[src/rtl/core/htpd_pkg.sv]
// Package for the humidity/temperature poll decoder.
// Types, action codes and scaling constants shared by all rtl/core modules.
// No dependencies.
`default_nettype none

package htpd_pkg;

    localparam int unsigned RAW_W       = 20;   // raw sensor sample width
    localparam int unsigned HUM_W       = 14;
    localparam int unsigned TEMP_W      = 15;
    localparam int unsigned INTERVAL_W  = 16;
    localparam int unsigned TIMER_W     = 17;
    localparam int unsigned PADDR_W     = 3;

    localparam logic [INTERVAL_W-1:0] INTERVAL_RESET = 16'd100;
    localparam int unsigned           BUSY_BIT       = 7;
    localparam logic [13:0]           HUM_SCALE      = 14'd10000;
    localparam logic [14:0]           TEMP_SCALE     = 15'd20000;
    localparam logic [TEMP_W-1:0]     TEMP_OFFSET    = 15'd5000;

    // register index (paddr / 4)
    localparam logic REG_POLL_INTERVAL = 1'b0;

    typedef enum logic [2:0] {
        ACT_IDLE      = 3'd0,
        ACT_TRIG_SENT = 3'd1,
        ACT_READ_BUSY = 3'd2,
        ACT_NEW_SAMPLE= 3'd3,
        ACT_READ_ERR  = 3'd4,
        ACT_TRIG_ERR  = 3'd5
    } htpd_action_t;

    typedef struct packed {
        logic [15:0] elapsed_ms;
        logic        bus_error;
        logic [7:0]  status_byte;
        logic [7:0]  read_byte_one;
        logic [7:0]  read_byte_two;
        logic [7:0]  read_byte_three;
        logic [7:0]  read_byte_four;
        logic [7:0]  read_byte_five;
    } htpd_item_t;

    typedef struct packed {
        htpd_action_t        action;
        logic [HUM_W-1:0]    humidity_centi;
        logic [TEMP_W-1:0]   temperature_centi;
    } htpd_result_t;

endpackage

`default_nettype wire

[src/rtl/core/htpd_cfg.sv]
// APB-style configuration register block: holds the poll interval.
// Depends on htpd_pkg.
`default_nettype none

module htpd_cfg (
    input  wire logic                           clk,
    input  wire logic                           rst_n,
    input  wire logic                           psel,
    input  wire logic                           penable,
    input  wire logic                           pwrite,
    input  wire logic [htpd_pkg::PADDR_W-1:0]   paddr,
    input  wire logic [31:0]                    pwdata,
    output logic      [31:0]                    prdata,
    output logic                                pready,
    output logic      [htpd_pkg::INTERVAL_W-1:0] poll_interval_ms
);
    import htpd_pkg::*;

    logic [INTERVAL_W-1:0] interval_reg;
    logic [INTERVAL_W-1:0] interval_next;
    logic                  wr_en;

    assign pready = 1'b1;
    assign wr_en  = psel && penable && pwrite && pready;

    always_comb
    begin
        interval_next = interval_reg;
        if (wr_en && (paddr[2] == REG_POLL_INTERVAL))
        begin
            interval_next = pwdata[INTERVAL_W-1:0];
        end
    end

    always_ff @(posedge clk or negedge rst_n)
    begin
        if (!rst_n)
        begin
            interval_reg <= INTERVAL_RESET;
        end
        else
        begin
            interval_reg <= interval_next;
        end
    end

    always_comb
    begin
        prdata = '0;
        if (paddr[2] == REG_POLL_INTERVAL)
        begin
            prdata = {{(32-INTERVAL_W){1'b0}}, interval_reg};
        end
    end

    assign poll_interval_ms = interval_reg;

endmodule

`default_nettype wire

[src/rtl/core/htpd_in_stage.sv]
// Input register stage: captures one item from the slave stream.
// Depends on htpd_pkg.
`default_nettype none

module htpd_in_stage (
    input  wire logic                 clk,
    input  wire logic                 rst_n,
    input  wire logic                 in_valid,
    output logic                      in_ready,
    input  wire htpd_pkg::htpd_item_t in_item,
    output logic                      item_valid,
    input  wire logic                 item_ready,
    output htpd_pkg::htpd_item_t      item
);
    import htpd_pkg::*;

    logic       valid_reg;
    logic       valid_next;
    htpd_item_t item_reg;

    // accept while empty or while the held item moves on this cycle
    assign in_ready = !valid_reg || item_ready;

    always_comb
    begin
        if (in_valid && in_ready)
        begin
            valid_next = 1'b1;
        end
        else if (item_ready)
        begin
            valid_next = 1'b0;
        end
        else
        begin
            valid_next = valid_reg;
        end
    end

    always_ff @(posedge clk or negedge rst_n)
    begin
        if (!rst_n)
        begin
            valid_reg <= 1'b0;
        end
        else
        begin
            valid_reg <= valid_next;
        end
    end

    always_ff @(posedge clk)
    begin
        if (in_valid && in_ready)
        begin
            item_reg <= in_item;
        end
    end

    assign item_valid = valid_reg;
    assign item       = item_reg;

endmodule

`default_nettype wire

[src/rtl/core/htpd_decode.sv]
// Poll decode stage: timer, phase tracking, sample unpack and scaling,
// result register. Depends on htpd_pkg.
`default_nettype none

module htpd_decode (
    input  wire logic                            clk,
    input  wire logic                            rst_n,
    input  wire logic [htpd_pkg::INTERVAL_W-1:0] poll_interval_ms,
    input  wire logic                            item_valid,
    output logic                                 item_ready,
    input  wire htpd_pkg::htpd_item_t            item,
    output logic                                 out_valid,
    input  wire logic                            out_ready,
    output htpd_pkg::htpd_result_t               result
);
    import htpd_pkg::*;

    logic [TIMER_W-1:0] timer_reg, timer_next;
    logic               awaiting_reg, awaiting_next;
    logic [HUM_W-1:0]   hum_reg, hum_next;
    logic [TEMP_W-1:0]  temp_reg, temp_next;
    htpd_action_t       action_reg, action_next;
    logic               out_valid_reg, out_valid_next;

    logic               advance;
    logic [TIMER_W-1:0] timer_sum;
    logic               phase_step;
    logic [RAW_W-1:0]   hraw;
    logic [RAW_W-1:0]   traw;
    logic [33:0]        hprod;
    logic [34:0]        tprod;
    logic [TEMP_W-1:0]  temp_scaled;

    assign item_ready = !out_valid_reg || out_ready;
    assign advance    = item_valid && item_ready;

    // timer stays below the interval, so the sum never exceeds 17 bits
    assign timer_sum  = timer_reg + {1'b0, item.elapsed_ms};
    assign phase_step = timer_sum >= {1'b0, poll_interval_ms};

    assign hraw = {item.read_byte_one, item.read_byte_two, item.read_byte_three[7:4]};
    assign traw = {item.read_byte_three[3:0], item.read_byte_four, item.read_byte_five};

    assign hprod       = 34'(hraw) * 34'(HUM_SCALE);
    assign tprod       = 35'(traw) * 35'(TEMP_SCALE);
    assign temp_scaled = tprod[34:RAW_W] - TEMP_OFFSET;

    always_comb
    begin
        timer_next    = timer_reg;
        awaiting_next = awaiting_reg;
        hum_next      = hum_reg;
        temp_next     = temp_reg;
        action_next   = action_reg;
        if (advance)
        begin
            timer_next  = timer_sum;
            action_next = ACT_IDLE;
            if (phase_step)
            begin
                timer_next = '0;
                priority if (!awaiting_reg)
                begin
                    awaiting_next = 1'b1;
                    action_next   = item.bus_error ? ACT_TRIG_ERR : ACT_TRIG_SENT;
                end
                else if (item.bus_error)
                begin
                    action_next = ACT_READ_ERR;
                end
                else if (item.status_byte[BUSY_BIT])
                begin
                    action_next = ACT_READ_BUSY;
                end
                else
                begin
                    awaiting_next = 1'b0;
                    hum_next      = hprod[33:RAW_W];
                    temp_next     = temp_scaled;
                    action_next   = ACT_NEW_SAMPLE;
                end
            end
        end
    end

    always_comb
    begin
        if (advance)
        begin
            out_valid_next = 1'b1;
        end
        else if (out_ready)
        begin
            out_valid_next = 1'b0;
        end
        else
        begin
            out_valid_next = out_valid_reg;
        end
    end

    always_ff @(posedge clk or negedge rst_n)
    begin
        if (!rst_n)
        begin
            timer_reg     <= '0;
            awaiting_reg  <= 1'b0;
            hum_reg       <= '0;
            temp_reg      <= '0;
            out_valid_reg <= 1'b0;
        end
        else
        begin
            timer_reg     <= timer_next;
            awaiting_reg  <= awaiting_next;
            hum_reg       <= hum_next;
            temp_reg      <= temp_next;
            out_valid_reg <= out_valid_next;
        end
    end

    always_ff @(posedge clk)
    begin
        action_reg <= action_next;
    end

    // last values only change when a new result is loaded, so they
    // double as the held output payload
    assign out_valid                = out_valid_reg;
    assign result.action            = action_reg;
    assign result.humidity_centi    = hum_reg;
    assign result.temperature_centi = temp_reg;

endmodule

`default_nettype wire

[src/rtl/core/humidity_temperature_poll_decode.sv]
// Humidity/temperature sensor poll decoder: one item in, one result out, one item
// per clock sustained. An item passes an input register and then a single pass of
// timer add/compare, phase logic and the two constant-scaling multiplies into the
// result register, which holds the result until the output side takes it; the rate
// is set only by the output side taking results. Results report the action
// code (tuser) and the latest humidity and temperature in hundredths (tdata). The
// poll interval register sits at APB address 0 and resets to 100 ms.
// Depends on htpd_pkg, htpd_cfg, htpd_in_stage, htpd_decode.
`default_nettype none

module humidity_temperature_poll_decode (
    input  wire logic                          clk,
    input  wire logic                          rst_n,
    // slave stream
    input  wire logic                          s_tvalid,
    output logic                               s_tready,
    // [15:0] elapsed_ms, [23:16] status_byte, [31:24] read_byte_one,
    // [39:32] read_byte_two, [47:40] read_byte_three, [55:48] read_byte_four,
    // [63:56] read_byte_five
    input  wire logic [63:0]                   s_tdata,
    // [0] bus_error
    input  wire logic [0:0]                    s_tuser,
    // master stream
    output logic                               m_tvalid,
    input  wire logic                          m_tready,
    // [13:0] humidity_centi, [28:14] temperature_centi, [31:29] zero
    output logic      [31:0]                   m_tdata,
    // [2:0] action
    output logic      [2:0]                    m_tuser,
    // configuration
    input  wire logic                          psel,
    input  wire logic                          penable,
    input  wire logic                          pwrite,
    input  wire logic [htpd_pkg::PADDR_W-1:0]  paddr,
    input  wire logic [31:0]                   pwdata,
    output logic      [31:0]                   prdata,
    output logic                               pready
);
    import htpd_pkg::*;

    logic [INTERVAL_W-1:0] poll_interval_ms;
    htpd_item_t            in_item;
    htpd_item_t            item;
    logic                  item_valid;
    logic                  item_ready;
    htpd_result_t          result;

    assign in_item.elapsed_ms      = s_tdata[15:0];
    assign in_item.bus_error       = s_tuser[0];
    assign in_item.status_byte     = s_tdata[23:16];
    assign in_item.read_byte_one   = s_tdata[31:24];
    assign in_item.read_byte_two   = s_tdata[39:32];
    assign in_item.read_byte_three = s_tdata[47:40];
    assign in_item.read_byte_four  = s_tdata[55:48];
    assign in_item.read_byte_five  = s_tdata[63:56];

    htpd_cfg u_cfg (
        .clk              (clk),
        .rst_n            (rst_n),
        .psel             (psel),
        .penable          (penable),
        .pwrite           (pwrite),
        .paddr            (paddr),
        .pwdata           (pwdata),
        .prdata           (prdata),
        .pready           (pready),
        .poll_interval_ms (poll_interval_ms)
    );

    htpd_in_stage u_in_stage (
        .clk        (clk),
        .rst_n      (rst_n),
        .in_valid   (s_tvalid),
        .in_ready   (s_tready),
        .in_item    (in_item),
        .item_valid (item_valid),
        .item_ready (item_ready),
        .item       (item)
    );

    htpd_decode u_decode (
        .clk              (clk),
        .rst_n            (rst_n),
        .poll_interval_ms (poll_interval_ms),
        .item_valid       (item_valid),
        .item_ready       (item_ready),
        .item             (item),
        .out_valid        (m_tvalid),
        .out_ready        (m_tready),
        .result           (result)
    );

    assign m_tdata = {3'b000, result.temperature_centi, result.humidity_centi};
    assign m_tuser = result.action;

endmodule

`default_nettype wire

[config.mk]
export PLATFORM = sky130hd
export DESIGN_NAME = humidity_temperature_poll_decode
export DESIGN_NICKNAME = d
export VERILOG_FILES = /design/src/rtl/core/htpd_pkg.sv /design/src/rtl/core/htpd_cfg.sv /design/src/rtl/core/htpd_in_stage.sv /design/src/rtl/core/htpd_decode.sv /design/src/rtl/core/humidity_temperature_poll_decode.sv
export SDC_FILE = /design/constraint.sdc
export NUM_CORES = 1
export LEC_CHECK = 0
export ABC_AREA = 1
export ABC_CLOCK_PERIOD_IN_PS = 10690
export BUFFER_PORTS_ARGS = -buffer_cell sky130_fd_sc_hd__buf_2
export CAP_MARGIN = 20
export CORE_MARGIN = 2
export CORE_UTILIZATION = 43
export CTS_CLUSTER_DIAMETER = 100
export CTS_CLUSTER_SIZE = 25
export DETAILED_ROUTE_END_ITERATION = 8
export GPL_TIMING_DRIVEN = 0
export PLACE_DENSITY_LB_ADDON = 0.12
export SYNTH_ARGS = -nofsm -noshare
export SYNTH_HDL_FRONTEND = slang
export SYNTH_HIERARCHICAL = 1
export SYNTH_SLANG_ARGS = --single-unit
[constraint.sdc]
create_clock -name clk -period 10.69 [get_ports clk]
set_input_delay 0.5345 -clock clk [delete_from_list [all_inputs] [get_ports clk]]
set_output_delay 0.5345 -clock clk [all_outputs]
set_load 0.01 [all_outputs]
==> results.md, run 1 <==
* Post-DP HPWL at 23.5 mm
* Port bufs at 130
* Max IR drop VDD at between 100 and 150 µV
* Resized Gates After CTS at 0
* Hold WS at 0.203 ns
* Synth Instances at 1566
* Syn-to-layout area delta at 14.4%
* DRC violations left at 0
* Unrepaired setup endpoints after global routing: no
* Boundary Pins at 177
* DP Area at 14300 µm²
* Outcome: finished, final reports clean
* Clock power share at 14.5%
* H-tree Lvls at 4
* Per-cell routed wire length at 13.1 µm
* Largest register FFs at just under 60
* CTS buffer count at 17
* Setup-failing EPs final at 0
* Sink Count at 126
* Drt initial violations at 479
* Crit path launch type: flip-flop
* Setup WS post-layout at 5.59 ns
* Mapped Avg Cell Area at 8.32 µm²
* 1st-pass router iterations at 6
* Die Y-Extent at 178 µm
* Die X at around 180 µm
* Fill cell count at 2953
* FP Rows at 63
* Design area at approximately 15000 µm²
* Peak Freq at approximately 0.20 GHz
* Sw power at 2.22 mW
* Slew Limit Fails at 0
* Worst Hold Class: in -> async
* Initial Util at 43.8%
* Initial antenna violation count at 0
* Crit end category: flip-flop
* Core Box Area at 29700 µm²
* Layout cells sized above 1 at 14.5%
* Clk root buf: clkbuf_16
* Ant diodes at 0
* YS warnings at 6
* Sequential group share of total power at 16.3%
* Min Tclk post-route at 5.10 ns
* Worst-path fanout max at 4
* Critical path type: reg -> reg
* # nets final at 2127
* Setup tns final at 0 ns
* Final WL at 28.0 mm
* Setup Skew at 0.0126 ns
* Most common cell after layout, fill and taps aside: inv_1
* Total number of vias at 9824
* CTS clk-pin slew, worst paths at 0.06 ns
* Slew margin rel. at 44.0%
* Hold Fails Final Rpt at 0
* Congestion Overflow GR at 0
* Vias in the first global route at 9820
* Final period utilization at 47.7%
* Die area at 31700 µm²
* Gate power share at between 60% and 70%
* First-pass GRT wire length at 47.4 mm
* Final Power at 4.30 mW
* Largest net degree at the start of global routing at 66
* Synthesized area at between 10000 and 15000 µm²
* CTS tree: built
* Leak Pwr at 8.45 nW
* Critical Path RT at 10.99 ns
* Internal at roughly 2.1 mW
* Clock buffer depth at 2
* Gpl congestion at 0.873
* Worst Max-Slew Pin Slew at 0.840 ns
* Max Cap Viol at 0
* Cell Pwr Density at 288 nW/µm²
* Skew-Pair Late Insertion Delay at 0.43 ns
* Post-route antenna net violation count at 0
* Switching share of power at 51.6%
* Worst EP arrival at approximately 5.4 ns
* Hold-fix buffers, CTS at 0
* Pre-CTS setup slack at 5.60 ns
* Gr usage total at a little under a fifth
* Most frequent cells in the layout: inv_1, nand2_1, ha_1
* Post-CTS Setup Bufs at 0
* Via density at 4.60
[critical path, cell delays in order, from the launching register on]
cell      delay [ns]
edfxtp_1        0.47
inv_1           0.19
fa_1            0.56
inv_1           0.04
ha_1            0.26
inv_1           0.04
fa_1            0.48
inv_1           0.04
ha_1            0.26
inv_1           0.05
fa_1            0.50
inv_1           0.04
ha_1            0.31
nand2_1         0.11
nor2_1          0.20
nand2_1         0.08
inv_1           0.07
nand2_1         0.05
nand2_1         0.09
xnor2_1         0.18
ha_1            0.22
inv_1           0.04
nor2_1          0.13
nand2_1         0.14
xor2_1          0.30
o21ai_2         0.10
[path summary, 6_finish.rpt]
kind	depth (start not counted)	end	startpoint	slack, ns
max reg2reg	25	u_decode/temp_reg[7]$_DFFE_PN0P_	u_in_stage/item[4]$_DFFE_PP_	5.59
min in group clk	1	u_in_stage/item[28]$_DFFE_PP_	s_tdata[36]	0.27
max	25	u_decode/temp_reg[7]$_DFFE_PN0P_	u_in_stage/item[4]$_DFFE_PP_	5.59
max in group asynchronous	1	u_decode/hum_reg[13]$_DFFE_PN0P_	rst_n	9.91
min	1	u_cfg/poll_interval_ms[10]$_DFFE_PN0P_	rst_n	0.20
min reg2reg	2	u_decode/temp_reg[9]$_DFFE_PN0P_	u_decode/temp_reg[9]$_DFFE_PN0P_	0.47
[layer usage]
layer  vias to the layer above  global-route usage, %  routed length, µm
met5                         -                      0                  0
met4                         0                   4.82                283
met3                        19                   3.07               1250
met2                       179                   31.2              12700
met1                      4479                   26.1              13800
li1                       5147                      -                  -
[per-stage QoR]
| stage | utilization (%) | cells |
|---|---|---|
| global placement | 47.9 | 2103 |
| floorplan | - | 1583 |
| finish | 50.1 | 2137 |
| global route | 50.1 | 2137 |
| detailed placement | 48.1 | 2105 |
| CTS | 50.1 | 2137 |
[layout make-up]
cell class	count	area, µm²	share of cell area (%)
multi-input combinational	1015	7820	52.5
sequential	126	3460	23.2
inverter	409	1540	10.3
timing repair buffer	132	701	4.70
tap	390	488	3.27
clock buffer	19	433	2.90
buffer	33	283	1.90
clock inverter	13	179	1.20
[power by group through the flow]
stage,combinational (mW),clock [mW],sequential (mW)
after floorplan,2.25,0,0.709
after global placement,2.94,0,0.713
after detailed placement,2.99,0,0.709
after CTS,3.01,0.645,0.702
after global routing,3.47,0.663,0.714
final,2.97,0.623,0.700
No activity file was read; power rests on OpenSTA's default activity.
==> run 2, diff against run 1 <==
--- a/config.mk
+++ b/config.mk
@@ -6,7 +6,7 @@
 export NUM_CORES = 1
 export LEC_CHECK = 0
 export ABC_AREA = 1
-export ABC_CLOCK_PERIOD_IN_PS = 10690
+export ABC_CLOCK_PERIOD_IN_PS = 5000
 export BUFFER_PORTS_ARGS = -buffer_cell sky130_fd_sc_hd__buf_2
 export CAP_MARGIN = 20
 export CORE_MARGIN = 2
==> constraint.sdc (replaced) <==
create_clock -name clk -period 5 [get_ports clk]
set_input_delay 0.25 -clock clk [delete_from_list [all_inputs] [get_ports clk]]
set_output_delay 0.25 -clock clk [all_outputs]
set_load 0.01 [all_outputs]
==> run 2 against run 1 <==
Compared with the run above:
- clock-buffer cell count is the same
- hold slack got worse by 0.18 ns
- design area grew 5.6%
- worst setup slack got worse by 5.4 ns
- utilization grew 2.8 points
- global-route usage rose by 0.36 points
- final cell count rose by 3.6%
- sequential share of layout area decreased by 1.2 points
- die area did not move
- clock power up 110%
- wire length increased by 3.0%
- critical path type unchanged
- largest cell class unchanged
==> results.md, run 2 (synthesis gave the netlist of run 1 again) <==
* CTS buffer count at 17 (unchanged)
* FP Rows at 63 (unchanged)
* Port bufs at 130 (unchanged)
* Crit end category: flip-flop
* Die area at 31700 µm² (unchanged)
* Worst Max-Slew Pin Slew at 0.844 ns (+0.00367 ns)
* Initial antenna violation count at 0 (unchanged)
* Max Cap Viol at 0 (unchanged)
* Cell Pwr Density at 613 nW/µm² (+110%)
* Initial Util at 43.8% (unchanged)
* CTS tree: built
* Setup-failing EPs final at 0 (unchanged)
* CTS clk-pin slew, worst paths at 0.06 ns (about the same)
* 1st-pass router iterations at 5 (-1)
* First-pass GRT wire length at 48.4 mm (+2.0%)
* Critical Path RT at 5.35 ns (-5.64 ns)
* Crit path launch: u_in_stage/item[11]$_DFFE_PP_
* Total number of vias at 10200 (+3.3%)
* Per-cell routed wire length at 13.1 µm (-0.50%)
* Worst Hold Class: in -> reg
* Most frequent cells in the layout: inv_1, nand2_1, ha_1
* Die X at 178 µm (unchanged)
* Hold WS at 0.0193 ns (-0.183 ns)
* Congestion Overflow GR at 0 (unchanged)
* Post-DP HPWL at 23.5 mm (unchanged)
* Fill cell count at 2895 (-2.0%)
* Critical path type: reg -> reg
* # nets final at 2203 (+3.6%)
* Clock buffer depth at 2 (unchanged)
* Clk root buf: clkbuf_16
* Wl on met1 at 14.1 mm (+2.3%)
* Ant diodes at 0 (unchanged)
* Syn-to-layout area delta at 20.8%
* Vias in the first global route at 10100 (+2.5%)
* Slowest library cell on the worst path: fa_1
* Slowest stage delay, CP at 0.53 ns (-0.03 ns)
* Boundary Pins at 177 (unchanged)
* Final Util at 53.0% (+2.8 points)
* Most common cell after layout, fill and taps aside: inv_1
* DRC violations left at 0 (unchanged)
* Peak Freq at 0.210 GHz (+6.8%)
* Final Power at 9.65 mW (+120%)
* Drt initial violations at 472 (-1.5%)
* Min Tclk post-route at 4.77 ns (-0.325 ns)
* RR Startpoint: u_in_stage/item[11]$_DFFE_PP_
* Slew Limit Fails at 0 (unchanged)
* Max IR drop VDD at 375 µV (+180%)
* Capture point of the worst reg-to-reg path: u_decode/temp_reg[7]$_DFFE_PN0P_
* Worst EP arrival at 5.12 ns (-0.28 ns)
* Final period utilization at 95.5% (+48 points)
* CP Cell Sequence: inv_2 > fa_1 > inv_1 > ha_1 > fa_1 > ha_1 > inv_1 > fa_1 > inv_1 > ha_4 > nand2_1 > nand2_1 > inv_1 > nand2_1 > a21oi_2 > nand2_2 > xnor2_2 > ha_2 > inv_1 > nor2_2 > nand2_2 > buf_4 > xor2_4 > o21ai_2
* Top Metal Used: met4
* Worst-path fanout max at 4 (unchanged)
* Outcome: finished, final reports clean
* Routed wl met2 at 13.4 mm (+4.9%)
* Setup tns final at 0 ns (unchanged)
* Routed met3 length at 1.16 mm (-7.2%)
* Setup Skew at 0.0122 ns (-0.000369 ns)
* Slew margin rel. at 43.8% (-0.25 points)
* CP endpoint: u_decode/temp_reg[7]$_DFFE_PN0P_
* R2R depth at 24 (-4.0%)
* Die Y-Extent at 178 µm (unchanged)
* Largest register FFs at 58 (unchanged)
* Gpl congestion at 0.873 (unchanged)
* Gr usage total at 19.3% (+0.36 points)
* Skew-Pair Late Insertion Delay at 0.43 ns (about the same)
* Crit path launch type: flip-flop
* H-tree Lvls at 4 (unchanged)
* Largest net degree at the start of global routing at 66 (unchanged)
* Sink Count at 126 (unchanged)
* Post-route antenna net violation count at 0 (unchanged)
* Layout cells sized above 1 at 17.1% (+2.6 points)
* Reg-to-reg slack, setup at 0.23 ns (-5.37 ns)
* Final WL at 28.9 mm (+3.0%)
* Leak Pwr at 8.78 nW (+3.9%)
* Most used cell, CP: inv_1
* Via density at 4.59 (-0.22%)
* Hold Fails Final Rpt at 0 (unchanged)
* Core Box Area at 29700 µm² (unchanged)
run 2: changes by cell type in the layout (fill, tap and decap cells not counted), sizes merged:
| cell | delta |
|---|---|
| dlygate4sd3 | +53 |
| buf | +23 |
run 2: through the flow:
stage	setup WS, ns	instances	instance area, µm²
after global routing	-0.0771	2213	15700
after detailed placement	-0.0869	2105	14300
final	0.227	2213	15700
after CTS	0.00364	2195	15500
after global placement	-0.781	2103	14200
after floorplan	0.452	1583	13100
run 2: where the power goes:
group	switching (mW)	internal [mW]	leakage [nW]	total (mW)
logic	4.25	2.58	7.07	6.83
clock network	0.533	0.798	0.295	1.33
registers	0.172	1.32	1.41	1.49
run 2: repair_timing:
item,in CTS,in global routing
endpoints found under the hold margin,114,0
hold buffers,53,0
resized for setup,6,36
setup buffers,5,18
pin swaps,0,4
setup endpoints to repair,4,9
run 2: how the worst min path moves through the flow:
stage                      startpoint                                     to  slack (ns)  depth (start not counted)
final                      s_tdata[2]          u_in_stage/item[51]$_DFFE_PP_        0.02                          1
after global routing      s_tdata[23]          u_in_stage/item[47]$_DFFE_PP_       0.003                          1
after CTS                  s_tdata[2]          u_in_stage/item[51]$_DFFE_PP_      0.0004                          1
after detailed placement        rst_n     u_decode/timer_reg[12]$_DFFE_PN0P_        0.41                          1
after global placement    s_tdata[48]           u_in_stage/item[8]$_DFFE_PP_        0.43                          1
after floorplan                 rst_n  u_cfg/poll_interval_ms[0]$_DFFE_PN0P_       -0.05                          0
run 2: layer usage:
layer	up-vias	track usage (%)
met1	4643	26.5
li1	5305	-
met4	0	4.82
met3	19	2.90
met5	-	0
met2	184	32.1
run 2: critical path: cells and delay by family (launching register included):
| family | cells | cell delay [ns] |
|---|---|---|
| AOI/OAI and AO/OA | 2 | 0.27 |
| xor gates and xnor gates | 2 | 0.35 |
| adders and majority gates | 7 | 2.56 |
| buffers and inverters | 7 | 0.52 |
| DFF | 1 | 0.42 |
| and+or+nand+nor | 6 | 0.54 |
run 2: area by class of cell:
class / count / area (µm²) / area share (%)
Tap cell: 390 / 488 / 3.10
Clock buffer: 19 / 433 / 2.75
Timing Repair Buffer: 208 / 1400 / 8.92
Sequential cell: 126 / 3460 / 22.0
Inverter: 409 / 1540 / 9.75
Multi-Input combinational cell: 1015 / 7960 / 50.6
Clock inverter: 13 / 179 / 1.14
Buffer: 33 / 283 / 1.80
==> run 3, diff against run 2 <==
--- a/config.mk
+++ b/config.mk
@@ -9,8 +9,10 @@
 export ABC_CLOCK_PERIOD_IN_PS = 5000
 export BUFFER_PORTS_ARGS = -buffer_cell sky130_fd_sc_hd__buf_2
 export CAP_MARGIN = 20
+export CELL_PAD_IN_SITES_DETAIL_PLACEMENT = 1
+export CELL_PAD_IN_SITES_GLOBAL_PLACEMENT = 2
 export CORE_MARGIN = 2
-export CORE_UTILIZATION = 43
+export CORE_UTILIZATION = 36
 export CTS_CLUSTER_DIAMETER = 100
 export CTS_CLUSTER_SIZE = 25
 export DETAILED_ROUTE_END_ITERATION = 8
==> run 3 against run 2 <==
Compared with the run above:
- clock skew about the same
- final cell count rose by 3.4%
- critical path depth up 3
- highest routed layer unchanged
- fmax up 1.0%
- sequential power about the same
- total power increased by 2.1%
- die area up 19%
- utilization shrank 8.2 points
- critical endpoint is now u_decode/temp_reg[13]$_DFFE_PN0P_
- first-iteration DRC count fell by 53%
- combinational power is 3.8% higher
- design area grew 1.2%
- sequential share of layout area is 0.27 points lower
==> results.md, run 3 (synthesis gave the netlist of run 1 again) <==
* Outcome: finished, final reports clean
* Skew-Pair Late Insertion Delay at 0.44 ns (about the same)
* Die Y-Extent at 194 µm (+9.1%)
* CP delay by family, top: adder cells
* CTS tree: built
* Most common cell after layout, fill and taps aside: inv_1
* Max Cap Viol at 0 (unchanged)
* Die X at 194 µm (+9.1%)
* Port bufs at 130 (unchanged)
* Clock buffer depth at 2 (unchanged)
* WP buf/inv at 6 (-1)
* Congestion Overflow GR at 0 (unchanged)
* Worst EP arrival at 5.04 ns (-0.08 ns)
* Post-DP HPWL at 28.2 mm (+20%)
* CTS clk-pin slew, worst paths at 0.06 ns (about the same)
* Final WL at 33.5 mm (+16%)
* Critical path type: reg -> reg
* Gr usage total at 18.5% (-0.81 points)
* Slowest library cell on the worst path: fa_1
* Final period utilization at 94.5% (-0.97 points)
* Most frequent cells in the layout: inv_1, nand2_1, ha_1
* Sink Count at 126 (unchanged)
* Setup WS post-layout at 0.276 ns (+0.0487 ns)
* Clk root buf: clkbuf_16
* Via density at 4.53 (-1.2%)
* Worst-path fanout max at 3 (-1)
* Slowest stage delay, CP at 0.53 ns (about the same)
* DRC violations left at 0 (unchanged)
* H-tree Lvls at 4 (unchanged)
* Most used cell, CP: nand2_1
* Max IR drop VDD at 271 µV (-28%)
* Leak Pwr at 8.79 nW (+0.14%)
* Vias in the first global route at 11200 (+11%)
* Peak Freq at 0.212 GHz (+1.0%)
* Pre-CTS setup slack at -0.298 ns (-0.211 ns)
* Setup-failing EPs final at 0 (unchanged)
* Hold Fails Final Rpt at 0 (unchanged)
* Slew Limit Fails at 0 (unchanged)
* Initial antenna violation count at 0 (unchanged)
* Boundary Pins at 177 (unchanged)
* Ant diodes at 0 (unchanged)
* First-pass GRT wire length at 55.8 mm (+15%)
* Final Util at 44.8% (-8.2 points)
* Largest net degree at the start of global routing at 55 (-17%)
* Setup Skew at 0.0119 ns (-0.000317 ns)
* Core Box Area at 35600 µm² (+20%)
* Die area at 37700 µm² (+19%)
* CTS buffer count at 17 (unchanged)
* Crit path launch type: flip-flop
* Largest register FFs at 58 (unchanged)
* Syn-to-layout area delta at 22.3%
* Total number of vias at 10400 (+2.1%)
* Min Tclk post-route at 4.72 ns (-0.0487 ns)
* Worst Max-Slew Pin Slew at 0.648 ns (-0.196 ns)
* Crit end category: flip-flop
* Post-route antenna net violation count at 0 (unchanged)
* Slew margin rel. at 56.7% (+13 points)
* Per-cell routed wire length at 14.6 µm (+12%)
* Hold WS at 0.0213 ns (+0.00201 ns)
* Drt initial violations at 220 (-53%)
* Gpl congestion at 0.816 (-6.5%)
* Initial Util at 36.6% (-7.2 points)
* Final cell count without fillers at 2288 (+3.4%)
* Critical Path RT at 5.32 ns (-0.03 ns)
* Cell Pwr Density at 619 nW/µm² (+0.87%)
* # nets final at 2207 (+0.18%)
* Placed Cells incl. Taps at 2177 (+3.4%)
* Layout cells sized above 1 at 17.7% (+0.62 points)
* Worst Hold Class: in -> reg
* 1st-pass router iterations at 4 (-1)
* FP Rows at 69 (+9.5%)
run 3: cell count changes in the layout (fill, tap and decap cells not counted), moves of 3 or more:
cell and change:
dlygate4sd3_1 +3, ha_1 -4, ha_4 +3, inv_6 -3
nand2_1 -4, nand2_2 +3
run 3: worst paths after layout:
path,start,end,slack [ns],cells after the start
max in group asynchronous,rst_n,u_cfg/poll_interval_ms[6]$_DFFE_PN1P_,4.19,3
setup reg to reg,u_in_stage/item[6]$_DFFE_PP_,u_decode/temp_reg[13]$_DFFE_PN0P_,0.28,27
hold / removal,s_tdata[3],u_in_stage/item[52]$_DFFE_PP_,0.02,1
min in group asynchronous,rst_n,u_decode/hum_reg[12]$_DFFE_PN0P_,0.21,2
setup / recovery,u_in_stage/item[6]$_DFFE_PP_,u_decode/temp_reg[13]$_DFFE_PN0P_,0.28,27
hold reg to reg,u_cfg/poll_interval_ms[5]$_DFFE_PN1P_,u_cfg/poll_interval_ms[5]$_DFFE_PN1P_,0.47,2
run 3: per-stage QoR:
stage	setup TNS (ns)	cell area, µm²	total power, mW
floorplan	0	13100	6.32
global placement	-24.25	14300	8.01
detailed placement	-1.28	14400	8.14
CTS	-0.0238	15600	9.59
global route	-0.0486	15900	11.1
finish	0	15900	9.86
run 3: report_power, final:
| part | internal [mW] | switching [mW] | total [mW] |
|---|---|---|---|
| registers | 1.32 | 0.175 | 1.50 |
| clock network | 0.766 | 0.507 | 1.27 |
| logic | 2.68 | 4.41 | 7.09 |
| total | 4.76 | 5.09 | 9.86 |
run 3: cell type report:
cell class,instances,area (µm²)
plain buffers,33,283
clock buffers,20,458
clock inverters,12,136
fillers,4259,19600
inverters,409,1540
multi-input cells,1015,8020
flip-flops and latches,126,3460
well taps,461,577
repair buffers,212,1460
run 3: worst register-to-register path, cell delays in order (launching register included):
cell      delay [ns]
edfxtp_1        0.41
inv_2           0.09
fa_1            0.53
inv_1           0.04
ha_1            0.29
fa_1            0.44
ha_1            0.28
inv_1           0.04
fa_1            0.47
inv_1           0.04
ha_1            0.32
nand2_2         0.13
inv_1           0.05
nand2_1         0.06
nand2_1         0.09
a21oi_2         0.13
nand2_1         0.09
xnor2_2         0.22
ha_2            0.24
inv_1           0.05
nor2_2          0.12
nand2_2         0.09
nand3_2         0.09
nand2_2         0.06
nand2_1         0.06
nand2_1         0.05
nand3_1         0.06
nand2_1         0.05
run 3: timing repair:
item	CTS	global route
gates resized for setup	8	51
buffers inserted	8	15
endpoints found under the setup margin	8	9
hold buffers	56	0
hold endpoints to repair	117	0
pin swaps	1	5
run 3: routing by layer:
layer / track usage [%] / part of all wire, % / vias to the layer above
met5: 0 / 0 / -
met2: 33.9 / 52 / 106
met4: 4.41 / 1.2 / 0
li1: - / - / 5310
met1: 23.0 / 45 / 4934
met3: 2.50 / 2.2 / 18
